$ cat config.mk
export PLATFORM = sky130hd
export DESIGN_NAME = tccw_queue
export DESIGN_NICKNAME = d
export VERILOG_FILES = /design/src/sv/tccw_pkg.sv /design/src/sv/tccw_queue.sv
export SDC_FILE = /design/constraint.sdc
export NUM_CORES = 1
export LEC_CHECK = 0
export ABC_CLOCK_PERIOD_IN_PS = 4750
export BUFFER_PORTS_ARGS = -buffer_cell sky130_fd_sc_hd__buf_4
export CAP_MARGIN = 20
export CORE_ASPECT_RATIO = 1.2
export CORE_MARGIN = 1.5
export CORE_UTILIZATION = 30
export DETAILED_ROUTE_END_ITERATION = 10
export GPL_TIMING_DRIVEN = 1
export PLACE_DENSITY = 0.52
export SLEW_MARGIN = 5
export SYNTH_ARGS = -nofsm -noshare
export SYNTH_HDL_FRONTEND = slang
export SYNTH_SLANG_ARGS = --single-unit
$ cat constraint.sdc
create_clock -name aclk -period 4.75 [get_ports aclk]
set_input_delay 1.425 -clock aclk [delete_from_list [all_inputs] [get_ports aclk]]
set_output_delay 1.425 -clock aclk [all_outputs]
set_load 0.01 [all_outputs]
$ cat src/sv/tccw_pkg.sv
// ----------------------------------------------------------------------------
// tccw_pkg: shared types and constants of the text console character writer
// Command kinds, queue entry and result layouts, engine states, default sizes.
// ----------------------------------------------------------------------------
package tccw_pkg;

    localparam int ROWS_DEF    = 25;
    localparam int COLUMNS_DEF = 80;

    localparam int CHAR_W     = 8;
    localparam int ADDR_IN_W  = 11;
    localparam int CURSOR_W   = 11;
    localparam int CELL_W     = 16;
    localparam int TDATA_W    = 32;
    localparam int TAB_STEP   = 4;

    localparam logic [CHAR_W-1:0] CHAR_BACKSPACE = 8'd8;
    localparam logic [CHAR_W-1:0] CHAR_TAB       = 8'd9;
    localparam logic [CHAR_W-1:0] CHAR_NEWLINE   = 8'd10;
    localparam logic [CHAR_W-1:0] CHAR_SPACE     = 8'd32;

    localparam logic OP_PUT  = 1'b0;
    localparam logic OP_READ = 1'b1;

    typedef enum logic [2:0] {
        CMD_READ,
        CMD_NEWLINE,
        CMD_TAB,
        CMD_BACKSPACE,
        CMD_PRINT
    } cmd_kind_t;

    typedef struct packed {
        cmd_kind_t              kind;
        logic [CHAR_W-1:0]      char_code;
        logic [CHAR_W-1:0]      attribute;
        logic [ADDR_IN_W-1:0]   read_address;
    } cmd_t;

    // cursor sits in the low bits
    typedef struct packed {
        logic                   scrolled;
        logic [CELL_W-1:0]      read_data;
        logic [CURSOR_W-1:0]    cursor;
    } rsp_t;

    typedef enum logic [1:0] {
        ST_CLEAR,
        ST_IDLE,
        ST_READ,
        ST_SCROLL
    } back_state_t;

endpackage

$ cat src/sv/tccw_queue.sv
// ----------------------------------------------------------------------------
// tccw_queue: two-entry command queue
// Decouples command decode from the screen engine.
// ----------------------------------------------------------------------------
module tccw_queue (
    input  logic           aclk,
    input  logic           aresetn,
    input  tccw_pkg::cmd_t in_cmd,
    input  logic           in_valid,
    output logic           in_ready,
    output tccw_pkg::cmd_t out_cmd,
    output logic           out_valid,
    input  logic           out_ready
);
    import tccw_pkg::*;

    localparam int DEPTH = 2;
    localparam int PTR_W = $clog2(DEPTH);
    localparam int CNT_W = $clog2(DEPTH + 1);

    cmd_t             entry_reg [DEPTH];
    logic [PTR_W-1:0] wr_ptr_reg, wr_ptr_next;
    logic [PTR_W-1:0] rd_ptr_reg, rd_ptr_next;
    logic [CNT_W-1:0] count_reg, count_next;
    logic             push, pop;

    assign in_ready  = (count_reg != CNT_W'(DEPTH));
    assign out_valid = (count_reg != '0);
    assign push      = in_valid && in_ready;
    assign pop       = out_valid && out_ready;
    assign out_cmd   = entry_reg[rd_ptr_reg];

    always_comb begin
        wr_ptr_next = wr_ptr_reg;
        rd_ptr_next = rd_ptr_reg;
        count_next  = count_reg;
        if (push) begin
            wr_ptr_next = (wr_ptr_reg == PTR_W'(DEPTH - 1)) ? '0 : wr_ptr_reg + 1'b1;
        end
        if (pop) begin
            rd_ptr_next = (rd_ptr_reg == PTR_W'(DEPTH - 1)) ? '0 : rd_ptr_reg + 1'b1;
        end
        if (push && !pop) begin
            count_next = count_reg + 1'b1;
        end else if (pop && !push) begin
            count_next = count_reg - 1'b1;
        end
    end

    always_ff @(posedge aclk) begin
        if (!aresetn) begin
            wr_ptr_reg <= '0;
            rd_ptr_reg <= '0;
            count_reg  <= '0;
        end else begin
            wr_ptr_reg <= wr_ptr_next;
            rd_ptr_reg <= rd_ptr_next;
            count_reg  <= count_next;
        end
    end

    always_ff @(posedge aclk) begin
        if (push) begin
            entry_reg[wr_ptr_reg] <= in_cmd;
        end
    end

endmodule

**Yosys cells after proc, flatten, opt, wreduce, memory -nomap -nowiden**

Memory sizes are Yosys's and may differ from the RTL's. A register that Yosys moved wholly into a read port is not among the register bits.
Index checks and enable logic that the tools add are counted.
W data, S select, Z words.

- Logic and storage cells: 25
- Output and inout port bits: 32
- Memories: 1
- Input bits: 34
- Register bits after elaboration: 4
- RAM bits: 60

- Mux-type cells: 8
- Reductions and logical operators: 8
- Add/sub/neg operators: 4
- Equality and inequality tests: 1

Memory list:

| memory | words | bits a word | read ports | clocked after memory_dff | write ports | line | source |
|---|---|---|---|---|---|---|---|
| entry_reg | 2 | 30 | 1 | 1 | 1 | tccw_queue.sv:21 | `cmd_t entry_reg [DEPTH];` |

Operator list:

| kind | number |
|---|---|
| $mux W1 | 6 |
| $logic_and A1 B1 Y1 | 4 |
| $mux W2 | 2 |
| $reduce_bool A2 Y1 | 2 |
| $add A1 B1 Y1 const B | 2 |
| $add A2 B1 Y2 const B | 1 |
| $logic_not A1 Y1 | 2 |
| $ne A2 B2 Y1 const B | 1 |
| $sub A2 B1 Y2 const B | 1 |

**Depth between registers and ports, before layout**

- Depth in word-level cells: 6
- Mapped depth: 6
- Mapped depth without buffers: 6

**Worst setup path after synthesis**

Ideal clock, no wire load.

- Kind: input-to-reg
- Start: input in_valid
- End: memory entry_reg[1][0] in the netlist's numbering, enable pin
- Arrival: 2213 ps
- Path slack: 2147 ps
- Buffers on the path: 0
- Stages on the path: 1
- Path through: and3_1

- Word-level cells in the longest chain between the ends: 3

RTL lines:

| what | line | source |
|---|---|---|
| start: declaration | tccw_queue.sv:9 | `input logic in_valid,` |
| $logic_and A1 B1 Y1 | tccw_queue.sv:29 | `assign push = in_valid && in_ready;` |
| $mux W1 | tccw_queue.sv:63 | `if (push) begin` |
| $mux W1 (not written as such) | tccw_queue.sv:64 | `entry_reg[wr_ptr_reg] <= in_cmd;` |
| end: declaration | tccw_queue.sv:21 |  |

Every way passes these cells.

==> qor.csv <==
stage;metric;value;unit
timing;slew_viol_final;0;
yosys;synth_nets;152;
global_routing;grt_util_met2;0.197;
detailed_routing;drc;0;
global_routing;grt_pass1_vias;1392;
cts;cts_made_buffers;9;
run;maxCapViolCount;0;
cells_and_area;final_nets;228;
timing;rsz0062_at_grt;false;
setup_path;path_class;flop to output port;
detailed_routing;via_per_inst;4.49;
yosys;synthCells;117;
cells_and_area;postLayoutCoreUtil;0.416;
setup_path;crit_required;3320;ps
timing;fin_hold_ws;586;ps
setup_path;slowest_stage;dfxtp_1;
cells_and_area;seqCellArea;1900;um^2
power_and_ir_drop;p_leak;1.20;nW
setup_path;crit_chain;buf_4, mux2_2, buf_4;
setup_path;start_kind;flop;
global_routing;grt_pass1_wl;6850;um
global_routing;grt_max_degree;31;
detailed_routing;routed_wl;4420;um
cells_and_area;fillCellCount;722;
global_routing;antenna_found_initial;0;
yosys;yosysSeqAreaShare;0.793;
cells_and_area;area_growth_syn_to_layout;33.8;%
setup_path;worst_path_largest_cell_delay;610;ps
floorplanning;rows;35;
timing;max_slew_margin;0.688;
cells_and_area;layout_commonest_cell;buf_4;
power_and_ir_drop;total_power;0.00168;W
yosys;synth-xor-area-share;0.0110;
global_routing;met3_usage;0.0450;
yosys;synth_cell_types;19;
yosys;synth_fa_ha_area_frac;0.00522;
detailed_routing;first_pass_iters;4;
timing;fin_tns_setup;0;ps
yosys;synth-compound-area-share;0.0146;
cts;cts_setup_buffers;0;
global_routing;grt_overflow;0;
yosys;yosys.area_share.simple;0.0271;
detailed_routing;vias;1299;
floorplanning;io-pin-count;66;
setup_path;path_common_cell;buf_4;
cells_and_area;multi_input_area;477;um^2
timing;fin_skew;5.89;ps
detailed_routing;post_drt_wl_per_cell;15.3;um
cts;cts_tree;done;
timing;period_share;0.694;
floorplanning;dieArea;8540;um^2
cts;h-tree-depth;3;
detailed_routing;drtIter0Drc;47;
cells_and_area;final_cell_mix;buf_4, edfxtp_1, mux2_2, clkbuf_8, dfxtp_1;
yosys;ys_ff_latch;65;
yosys;synth_top_family_by_area;multiplexers;
setup_path;cp_max_fo;20;
timing;worst_slew_pin_slew;467;ps
placed_design;port_buffers;65;
cells_and_area;num_antenna_cells;0;
floorplanning;core-area;7710;um^2
timing;setup_viol;0;
setup_path;critPathCaptureType;output port;
cts;cts_sinks;65;
cts;clkTransAtPathRegs;70;ps
cts;cts_resized;0;
yosys;synth.avg_cell_area;20.5;um^2
power_and_ir_drop;ir_drop;242;uV
cts;clockRootBuffer;clkbuf_8;
floorplanning;chipWidth;84.6;um
timing;hold_viol;0;
timing;min_period;3300;ps
power_and_ir_drop;power.density;525;nW/um^2
setup_path;crit_arrival;1870;ps
yosys;yosys_warnings;0;
cells_and_area;drive_above_1_share;0.574;
detailed_routing;ant_nets;0;
hold_path;min_path_type;flop to flop;
floorplanning;start_util;0.311;
yosys;netlist_area;2400;um^2
cts;worstSkewPairLatency;330;ps
cells_and_area;largest_register_ffs;60;
global_routing;track_usage;0.112;
placed_design;dpl.hpwl;2970;um
global_routing;gr-max-usage-layer;met2;
floorplanning;die_h;101;um
placed_design;gp_congestion;0.722;
timing;fmaxAchievable;303;MHz
global_routing;use_met1;0.111;
cts;clockBufferDepth;2;
yosys;synthMuxAreaShare;0.141;
cts;hold_buffers;0;
status;status;complete, no violations;
-- metrics by stage --
step                      instance area [um^2]  cells  worst slack [ps]
after floorplan                           2400    117              2150
final                                     3210    289              1450
after global routing                      3210    289              1330
after global placement                    3010    274              1830
after detailed placement                  3010    274              1780
after CTS                                 3210    289              1410
-- power by group --
| group | total [W] | leakage [nW] | switching, W | internal (W) |
|---|---|---|---|---|
| sequential | 0.000754 | 0.602 | 0.0000368 | 0.000718 |
| combinational | 0.000452 | 0.501 | 0.000203 | 0.000249 |
| clock | 0.000478 | 0.101 | 0.000188 | 0.000290 |
| total | 0.00168 | 1.20 | 0.000427 | 0.00126 |
-- layout make-up --
type	instances	share of cell area
Sequential cell	65	0.593
Timing Repair Buffer	68	0.159
Inverter	1	0.00117
Clock buffer	11	0.0410
Multi-Input combinational cell	48	0.149
Clock inverter	4	0.0215
Tap cell	92	0.0359
-- worst max-delay path, delay by kind of cell (launching register included) --
family	cells	cell delay, ps
buffers and inverters	2	520
DFF	1	610
muxes	1	400
-- Yosys cell counts --
library cell,n,area (um^2)
and3_1,1,6.26
buf_2,3,15.0
or3_1,1,6.26
edfxtp_1,60,1800
nand3b_1,1,7.51
mux2_2,30,338
o21ai_0,1,5.00
a21boi_1,1,7.51
nand2b_4,1,13.8
a21bo_2,1,10.0
dfxtp_1,5,100
ha_1,1,12.5
a21boi_0,1,7.51
xnor2_1,2,17.5
inv_1,1,3.75
o21ai_1,1,5.00
xor2_1,1,8.76
or2_2,1,6.26
and2_1,4,25.0
-- final timing paths --
check                                    end  slack (ps)    startpoint  cells after the start
worst max-delay path              out_cmd[9]        1450          flop                      3
worst max register to register  count_reg[1]        3140  count_reg[0]                      5
worst min-delay path            count_reg[1]         590  count_reg[1]                      2
worst min register to register  count_reg[1]         590  count_reg[1]                      2
-- cell families after synthesis --
family | Yosys count
AO/OA/AOI/OAI | 5
adder cells (fa/ha/maj) | 1
AND/OR/NAND/NOR | 9
multiplexers | 30
XOR/XNOR | 3
flip-flops | 65
buffers and inverters | 4
-- layer usage --
| layer | vias up | share of wire |
|---|---|---|
| li1 | 606 | - |
| met1 | 642 | 0.36 |
| met2 | 44 | 0.56 |
| met3 | 7 | 0.069 |
| met4 | 0 | 0.013 |
| met5 | - | 0 |
(Power assumes the default switching activity.)
