### src/sv/tccw_pkg.sv
// ----------------------------------------------------------------------------
// tccw_pkg: shared types and constants of the text console character writer
// Command kinds, queue entry and result layouts, engine states, default sizes.
// ----------------------------------------------------------------------------
package tccw_pkg;

    localparam int ROWS_DEF    = 25;
    localparam int COLUMNS_DEF = 80;

    localparam int CHAR_W     = 8;
    localparam int ADDR_IN_W  = 11;
    localparam int CURSOR_W   = 11;
    localparam int CELL_W     = 16;
    localparam int TDATA_W    = 32;
    localparam int TAB_STEP   = 4;

    localparam logic [CHAR_W-1:0] CHAR_BACKSPACE = 8'd8;
    localparam logic [CHAR_W-1:0] CHAR_TAB       = 8'd9;
    localparam logic [CHAR_W-1:0] CHAR_NEWLINE   = 8'd10;
    localparam logic [CHAR_W-1:0] CHAR_SPACE     = 8'd32;

    localparam logic OP_PUT  = 1'b0;
    localparam logic OP_READ = 1'b1;

    typedef enum logic [2:0] {
        CMD_READ,
        CMD_NEWLINE,
        CMD_TAB,
        CMD_BACKSPACE,
        CMD_PRINT
    } cmd_kind_t;

    typedef struct packed {
        cmd_kind_t              kind;
        logic [CHAR_W-1:0]      char_code;
        logic [CHAR_W-1:0]      attribute;
        logic [ADDR_IN_W-1:0]   read_address;
    } cmd_t;

    // cursor sits in the low bits
    typedef struct packed {
        logic                   scrolled;
        logic [CELL_W-1:0]      read_data;
        logic [CURSOR_W-1:0]    cursor;
    } rsp_t;

    typedef enum logic [1:0] {
        ST_CLEAR,
        ST_IDLE,
        ST_READ,
        ST_SCROLL
    } back_state_t;

endpackage

### src/sv/tccw_front.sv
// ----------------------------------------------------------------------------
// tccw_front: input beat register and command decode
// Takes input beats, sorts them into command kinds, hands them to the queue.
// ----------------------------------------------------------------------------
module tccw_front (
    input  logic                        aclk,
    input  logic                        aresetn,
    input  logic                        s_tvalid,
    output logic                        s_tready,
    input  logic [tccw_pkg::TDATA_W-1:0] s_tdata,
    input  logic                        s_tuser,
    input  logic                        init_done,
    output tccw_pkg::cmd_t              cmd,
    output logic                        cmd_valid,
    input  logic                        cmd_ready
);
    import tccw_pkg::*;

    logic  hold_valid_reg;
    logic  hold_valid_next;
    cmd_t  hold_reg;
    cmd_t  dec;
    logic  accept;

    always_comb begin
        dec.char_code    = s_tdata[CHAR_W-1:0];
        dec.attribute    = s_tdata[2*CHAR_W-1:CHAR_W];
        dec.read_address = s_tdata[2*CHAR_W+ADDR_IN_W-1:2*CHAR_W];
        if (s_tuser == OP_READ) begin
            dec.kind = CMD_READ;
        end else begin
            case (dec.char_code)
                CHAR_NEWLINE:   dec.kind = CMD_NEWLINE;
                CHAR_TAB:       dec.kind = CMD_TAB;
                CHAR_BACKSPACE: dec.kind = CMD_BACKSPACE;
                default:        dec.kind = CMD_PRINT;
            endcase
        end
    end

    // no beats taken while the screen store is being wiped
    assign s_tready = init_done && (!hold_valid_reg || cmd_ready);
    assign accept   = s_tvalid && s_tready;

    always_comb begin
        hold_valid_next = hold_valid_reg;
        if (accept) begin
            hold_valid_next = 1'b1;
        end else if (cmd_ready) begin
            hold_valid_next = 1'b0;
        end
    end

    always_ff @(posedge aclk) begin
        if (!aresetn) begin
            hold_valid_reg <= 1'b0;
        end else begin
            hold_valid_reg <= hold_valid_next;
        end
    end

    always_ff @(posedge aclk) begin
        if (accept) begin
            hold_reg <= dec;
        end
    end

    assign cmd       = hold_reg;
    assign cmd_valid = hold_valid_reg;

endmodule

### config.mk
export PLATFORM = sky130hd
export DESIGN_NAME = tccw_front
export DESIGN_NICKNAME = d
export VERILOG_FILES = /design/src/sv/tccw_pkg.sv /design/src/sv/tccw_front.sv
export SDC_FILE = /design/constraint.sdc
export NUM_CORES = 1
export LEC_CHECK = 0
export ABC_AREA = 1
export BUFFER_PORTS_ARGS = -buffer_cell sky130_fd_sc_hd__buf_2
export CAP_MARGIN = 25
export CORE_ASPECT_RATIO = 1.1
export CORE_MARGIN = 2
export CORE_UTILIZATION = 43
export CTS_CLUSTER_SIZE = 12
export DETAILED_ROUTE_END_ITERATION = 16
export PLACE_DENSITY_LB_ADDON = 0.25
export SETUP_SLACK_MARGIN = 0.5
export SYNTH_ARGS = -nofsm -noshare
export SYNTH_HDL_FRONTEND = slang
export SYNTH_SLANG_ARGS = --single-unit
### constraint.sdc
create_clock -name aclk -period 5.5 [get_ports aclk]
set_input_delay 0.825 -clock aclk [delete_from_list [all_inputs] [get_ports aclk]]
set_output_delay 0.825 -clock aclk [all_outputs]
set_load 0.02 [all_outputs]
# After elaboration in Yosys (flattened, before gate mapping)

Cells that the tools add are included.

Flip-flop bits (word level): 31
Input port bits: 38
Output and inout port bits: 32
Logic and storage cells: 16

Equality and inequality tests: 3
Mux-type cells: 3
Reduce and logical (&&, ||, !) cells: 5

Operators by type and width:

| kind               | number |
|---|---|
| $eq 8x4->1 const B | 3 |
| $pmux 3 s3         | 1 |
| $logic_and 1x1->1  | 2 |
| $mux 1             | 2 |
| $reduce_bool 2->1  | 1 |
| $logic_not 1->1    | 1 |
| $logic_or 1x1->1   | 1 |

# Depth between registers and ports, before layout

Gate-level depths: netlist of the first run.

Depth in word-level cells: 5
Mapped depth: 5

# Worst setup path before layout of the first run

No wires, ideal clock.

Path kind: in2reg
Start: input cmd_ready
End: register hold_reg (netlist bit cmd[0]) (enable)
Data arrival time: 3.110 ns
Data required time: 5.039 ns
Setup slack: 1.929 ns
Stages: 2
Cells stage by stage: nor2_1 nor3b_1

Longest elaborated chain between the ends: 3

RTL lines:

| item                 | line             | text |
|---|---|---|
| start, declared      | tccw_front.sv:15 | `input logic cmd_ready` |
| $logic_or 1x1->1     | tccw_front.sv:42 | `assign s_tready = init_done && (!hold_valid_reg \|\| cmd_ready);` |
| $logic_and 1x1->1    | tccw_front.sv:42 |  |
| $logic_and 1x1->1    | tccw_front.sv:43 | `assign accept = s_tvalid && s_tready;` |
| via accept           | tccw_front.sv:23 | `logic accept;` |
| end signal, assigned | tccw_front.sv:64 | `hold_reg <= dec;` |
| end, declared        | tccw_front.sv:21 | `cmd_t hold_reg;` |

The timed path passes the listed nets, and every way through them passes these cells.
A chain may end at the register's enable or synchronous reset.

# Worst setup path in the final report of the first run

Start: input cmd_ready
End: output s_tready

Longest elaborated chain between the ends: 2

RTL lines:

| item              | line             | text |
|---|---|---|
| $logic_or 1x1->1  | tccw_front.sv:42 |  |
| $logic_and 1x1->1 | tccw_front.sv:42 |  |
| end, declared     | tccw_front.sv:9  | `output logic s_tready,` |

Every way passes these cells.

==> results_dict.tcl, run 1 <==
set metrics [dict create \
    synth_top_flop_cell "edfxtp_1" \
    synth_common_cells "30 x edfxtp_1, 10 x nor2_1, 8 x inv_1" \
    portBuffers 64 \
    fmax_mhz 470 \
    maxCapViolCount 0 \
    rsz0062_at_grt "no" \
    grt_util_all_layers_pct 13.4 \
    grt_max_degree 31 \
    clkPwrFrac_pct 26.5 \
    post_cts_buffers 0 \
    drt_iter0_drc 3 \
    fin_setup_tns_ns 0 \
    vias_per_cell 4.23 \
    max-vdd-ir-drop_uv 218 \
    yosysWarnings 0 \
    cts_resized 0 \
    power_density_nw_per_um2 295 \
    cp_max_fo 2 \
    cts_tree "done" \
    n_antenna_cell 0 \
    slew_violations 0 \
    total_power_uw 429 \
    synthCells 59 \
    hold_violations 0 \
    routedWlPerCell_um 10.6 \
    synth_edf_count 30 \
    drt_pass1_iterations 4 \
    initial_core_util_pct 45.5 \
    cts_hold_buf 0 \
    cts_sinks 31 \
    place_area_um2 1410 \
    syn-cell-area_um2 1040 \
    p_sw_uw 91.4 \
    p_comb_share_pct 10.1 \
    synth_top_cell_by_area "edfxtp_1" \
    p_leak_nw 0.657 \
    ys_ff_latch 31 \
    cts.root.buffer_cell "clkbuf_4" \
    final_util_pct 64.0 \
    required_ns 4.68 \
    grt_pass1_wl_mm 2.68 \
    clk_pin_slew_ns 0.08 \
    grt_pass1_vias 642 \
    synth.area.top_cells "edfxtp_1 87%, nor2_1 3.6%, inv_1 2.9%" \
    intPower_uw 338 \
    ant_nets 0 \
    postSynthNetCount 97 \
    cts_buffer_depth 2 \
    drc 0 \
    fin_crit_ns 2.13 \
    finalWirelength_mm 1.72 \
    crit_arrival_ns 1.30 \
    synth.most_common_cell "edfxtp_1" \
    io_pins 70 \
    syn_avg_cell_area_um2 17.6 \
    switching_share_pct 21.3 \
    synth.distinct_cells 8 \
    holdCritPathClass "reg2reg" \
    tightest_slew_ns 0.358 \
    cp-start-kind "input pin" \
    setup.worst_path.class "in2out" \
    p_seq_share_pct 63.4 \
    vias 686 \
    die_y_um 55.5 \
    period_share_pct 38.7 \
    rows 18 \
    gp_congestion 0.623 \
    antenna_found_initial 0 \
    cts_inserted_buffers 5 \
    h-tree-depth 2 \
    synth.top_cell.area_share_pct 87.0 \
    endpoint_kind "output port" \
    relSlewSlack_pct 76.1 \
    areaGrowthSynthToFinish_pct 40.5 \
    worstSkewPairLatency_ns 0.30 \
    skew_ns 0.00400 \
    setup_viol 0 \
    nets 169 \
    die_w_um 50.8 \
    final_area_um2 1460 \
    drive_gt1_share_pct 53.8 \
    dp_hpwl_mm 1.33 \
    core_area_um2 2270 \
    status "finished clean" \
    overflow 0 \
    ys_seq_area_share_pct 88.9 \
    dieArea_um2 2820 \
    async_flop_share_pct 0 \
]
-- flip-flops by register name (all words and copies together), names as in the netlist --
name	count
cmd	30
cmd_valid	1
-- stage by stage --
stage / setup slack, ns / hold WS [ns] / std cells
after floorplan: 1.93 / 0.612 / 59
after global placement: 3.39 / 0.522 / 154
after detailed placement: 3.37 / 0.556 / 154
after CTS: 3.37 / 0.567 / 162
after global routing: 3.35 / 0.654 / 162
final: 3.37 / 0.564 / 162
-- cells by family after synthesis --
logic type             Yosys count  synth area share [%]
AOI/OAI and AO/OA                1                 0.846
and+or+nand+nor                 19                  7.37
buffers and inverters            8                  2.90
DFF                             31                  88.9
-- layer usage --
metal,vias to the layer above,wire length [um],GRT usage (%)
li1,351,-,-
met1,294,660,12.8
met2,37,862,23.3
met3,4,163,5.68
met4,0,29,8.11
met5,-,0,0
-- layout by cell type, fill, tap and decap left out --
master / Yosys / layout
buf_2: 0 / 64
edfxtp_1: 30 / 30
nor2_1: 10 / 10
inv_1: 8 / 8
nand2_1: 7 / 7
clkbuf_4: 0 / 5
clkbuf_1: 0 / 3
nor3b_2: 0 / 1
o2bb2ai_1: 1 / 1
nand3_1: 1 / 1
dfxtp_1: 1 / 1
buf_4: 0 / 1
-- power by group through the flow --
stage / logic [mW] / clock network (mW) / registers [mW]
after floorplan: 0.00797 / 0 / 0.291
after global placement: 0.0430 / 0 / 0.277
after detailed placement: 0.0440 / 0 / 0.278
after CTS: 0.0442 / 0.121 / 0.272
after global routing: 0.0473 / 0.130 / 0.273
final: 0.0434 / 0.114 / 0.272
-- path summary, 6_finish.rpt --
path | start | end | slack (ns) | cells past startpoint
max | cmd_ready | s_tready | 3.37 | 4
min | cmd_valid$_SDFFE_PN0P_ | cmd_valid$_SDFFE_PN0P_ | 0.56 | 4
max reg2reg | cmd_valid$_SDFFE_PN0P_ | cmd[28]$_SDFFCE_PP0P_ | 4.22 | 4
min reg2reg | cmd_valid$_SDFFE_PN0P_ | cmd_valid$_SDFFE_PN0P_ | 0.56 | 4
-- worst max-delay path, cell delays in order --
cell    delay, ns
buf_2        0.10
nor2_1       0.17
nor2_1       0.05
buf_2        0.15
-- cell type report --
cell class	instances	area, um^2
sequential	31	921
fill	197	820
timing repair buffer	65	328
multi-input combinational	20	90.1
clock buffer	8	48.8
tap	30	37.5
inverter	8	30.0
No activity file was read; power rests on OpenSTA's default activity.
==> run 2, diff against run 1 <==
--- a/config.mk
+++ b/config.mk
@@ -10,7 +10,7 @@
 export CAP_MARGIN = 25
 export CORE_ASPECT_RATIO = 1.1
 export CORE_MARGIN = 2
-export CORE_UTILIZATION = 43
+export CORE_UTILIZATION = 36
 export CTS_CLUSTER_SIZE = 12
 export DETAILED_ROUTE_END_ITERATION = 16
 export PLACE_DENSITY_LB_ADDON = 0.25
==> constraint.sdc (replaced) <==
create_clock -name aclk -period 1.85 [get_ports aclk]
set_input_delay 0.2775 -clock aclk [delete_from_list [all_inputs] [get_ports aclk]]
set_output_delay 0.2775 -clock aclk [all_outputs]
set_load 0.02 [all_outputs]
==> run 2 against run 1 <==
Effect of this change:
- register-to-register slack got worse by 3.6 ns
- die area rose by 18%
- cell area rose by 1.7%
- cell count rose by 1.2%
- critical path depth did not move
- largest power group unchanged
- clock skew fell by 0.00077 ns
- count of clock-buffer cells in the layout fell by 3
- combinational power rose to 3.1 times the previous value
- non-clock buffer count did not move
==> results_dict.tcl, run 2 (synthesis gave the netlist of run 1 again) <==
set metrics [dict create \
    n_antenna_cell 0 \
    initial_core_util_pct 37.6 \
    grt_max_degree 31 \
    areaGrowthSynthToFinish_pct 42.9 \
    hold_violations 0 \
    highest_layer "met4" \
    gp_congestion 0.638 \
    slowest_stage "dfxtp_4" \
    slowest_delay_ns 0.36 \
    fin_setup_tns_ns 0 \
    routedWlPerCell_um 12.0 \
    rows 20 \
    io_pins 70 \
    cts_buffer_depth 2 \
    power_density_nw_per_um2 868 \
    die_w_um 55.2 \
    rsz0062_at_grt "yes" \
    n_fill_cell 251 \
    crit_arrival_ns 1.01 \
    finalWirelength_mm 1.97 \
    setup_slack_ns 0.559 \
    core_area_um2 2750 \
    drt_pass1_iterations 3 \
    p_leak_nw 0.662 \
    cp_max_fo 2 \
    dp_hpwl_mm 1.52 \
    status "finished clean" \
    drc 0 \
    nets 169 \
    crit_path_cell_trace "inv_4, nor2_4, nor2_1, buf_2" \
    setup_viol 0 \
    overflow 0 \
    setup.worst_path.class "reg2out" \
    dieArea_um2 3320 \
    clk_pin_slew_ns 0.08 \
    grt_util_all_layers_pct 13.2 \
    cp_top_family "flip-flops" \
    portBuffers 64 \
    h-tree-depth 2 \
    max-vdd-ir-drop_uv 508 \
    period_share_pct 69.8 \
    vias 717 \
    cts_inserted_buffers 5 \
    grt_pass1_vias 652 \
    cts_hold_buf 0 \
    place_ws_ns 0.501 \
    fin_crit_ns 1.29 \
    drive_gt1_share_pct 57.3 \
    fin_cells 164 \
    skew_ns 0.00323 \
    ant_nets 0 \
    dp_cells 157 \
    drt_iter0_drc 11 \
    maxCapViolCount 0 \
    slew_violations 0 \
    antenna_found_initial 0 \
    post_cts_buffers 0 \
    grt_pass1_wl_mm 2.79 \
    endpoint_kind "output port" \
    die_y_um 60.3 \
    layout_commonest_cell "buf_2" \
    cp-start-kind "flip-flop" \
    wl_met1_um 693 \
    largest_register_ff_count 30 \
    layout_common_cells "64 x buf_2, 30 x edfxtp_1, 9 x nor2_1" \
    worstSkewPairLatency_ns 0.32 \
    path_buf_inv 2 \
    worst_hold_slack_ns 0.128 \
    wl_met2_um 979 \
    cts_sinks 31 \
    cts_tree "done" \
    required_ns 1.57 \
    fmax_mhz 775 \
    vias_per_cell 4.37 \
    tightest_slew_ns 0.266 \
    holdCritPathClass "in2reg" \
    wl_met3_um 212 \
    cts.root.buffer_cell "clkbuf_4" \
    relSlewSlack_pct 82.3 \
    cts_resized 0 \
]
[run 2: final timing paths]
check	to	slack (ns)	from	depth (start not counted)
min	cmd[13]$_DFFE_PP_	0.13	s_tdata[10]	1
max reg2reg	cmd[19]$_DFFE_PP_	0.61	cmd_valid$_SDFFE_PN0P_	4
max	s_tready	0.56	cmd_valid$_SDFFE_PN0P_	4
min reg2reg	cmd_valid$_SDFFE_PN0P_	0.57	cmd_valid$_SDFFE_PN0P_	4
[run 2: layer usage]
metal	up-vias	global-route usage, %
met4	0	12.2
met3	10	6.00
met2	43	20.1
li1	348	-
met1	316	13.1
met5	-	0
[run 2: power by group]
part	leakage, nW	switching [mW]	internal (mW)
Clock	0.0285	0.206	0.134
Sequential	0.292	0.00654	0.803
Combinational	0.342	0.0829	0.0529
[run 2: area by class of cell]
cell class,count,area [um^2],share of cell area [%]
Inverter,8,32.5,2.20
Clock buffer,5,37.5,2.54
Tap cell,33,41.3,2.79
Multi-Input combinational cell,20,104,7.02
Clock inverter,2,8.76,0.592
Timing Repair Buffer,65,332,22.4
Sequential cell,31,925,62.5
[run 2: through the flow]
step	area [um^2]	power, mW	util (%)
CTS	1480	1.31	53.6
floorplan	1060	0.892	-
finish	1480	1.29	53.8
global route	1480	1.36	53.8
global placement	1430	0.958	52.0
detailed placement	1430	0.964	52.0
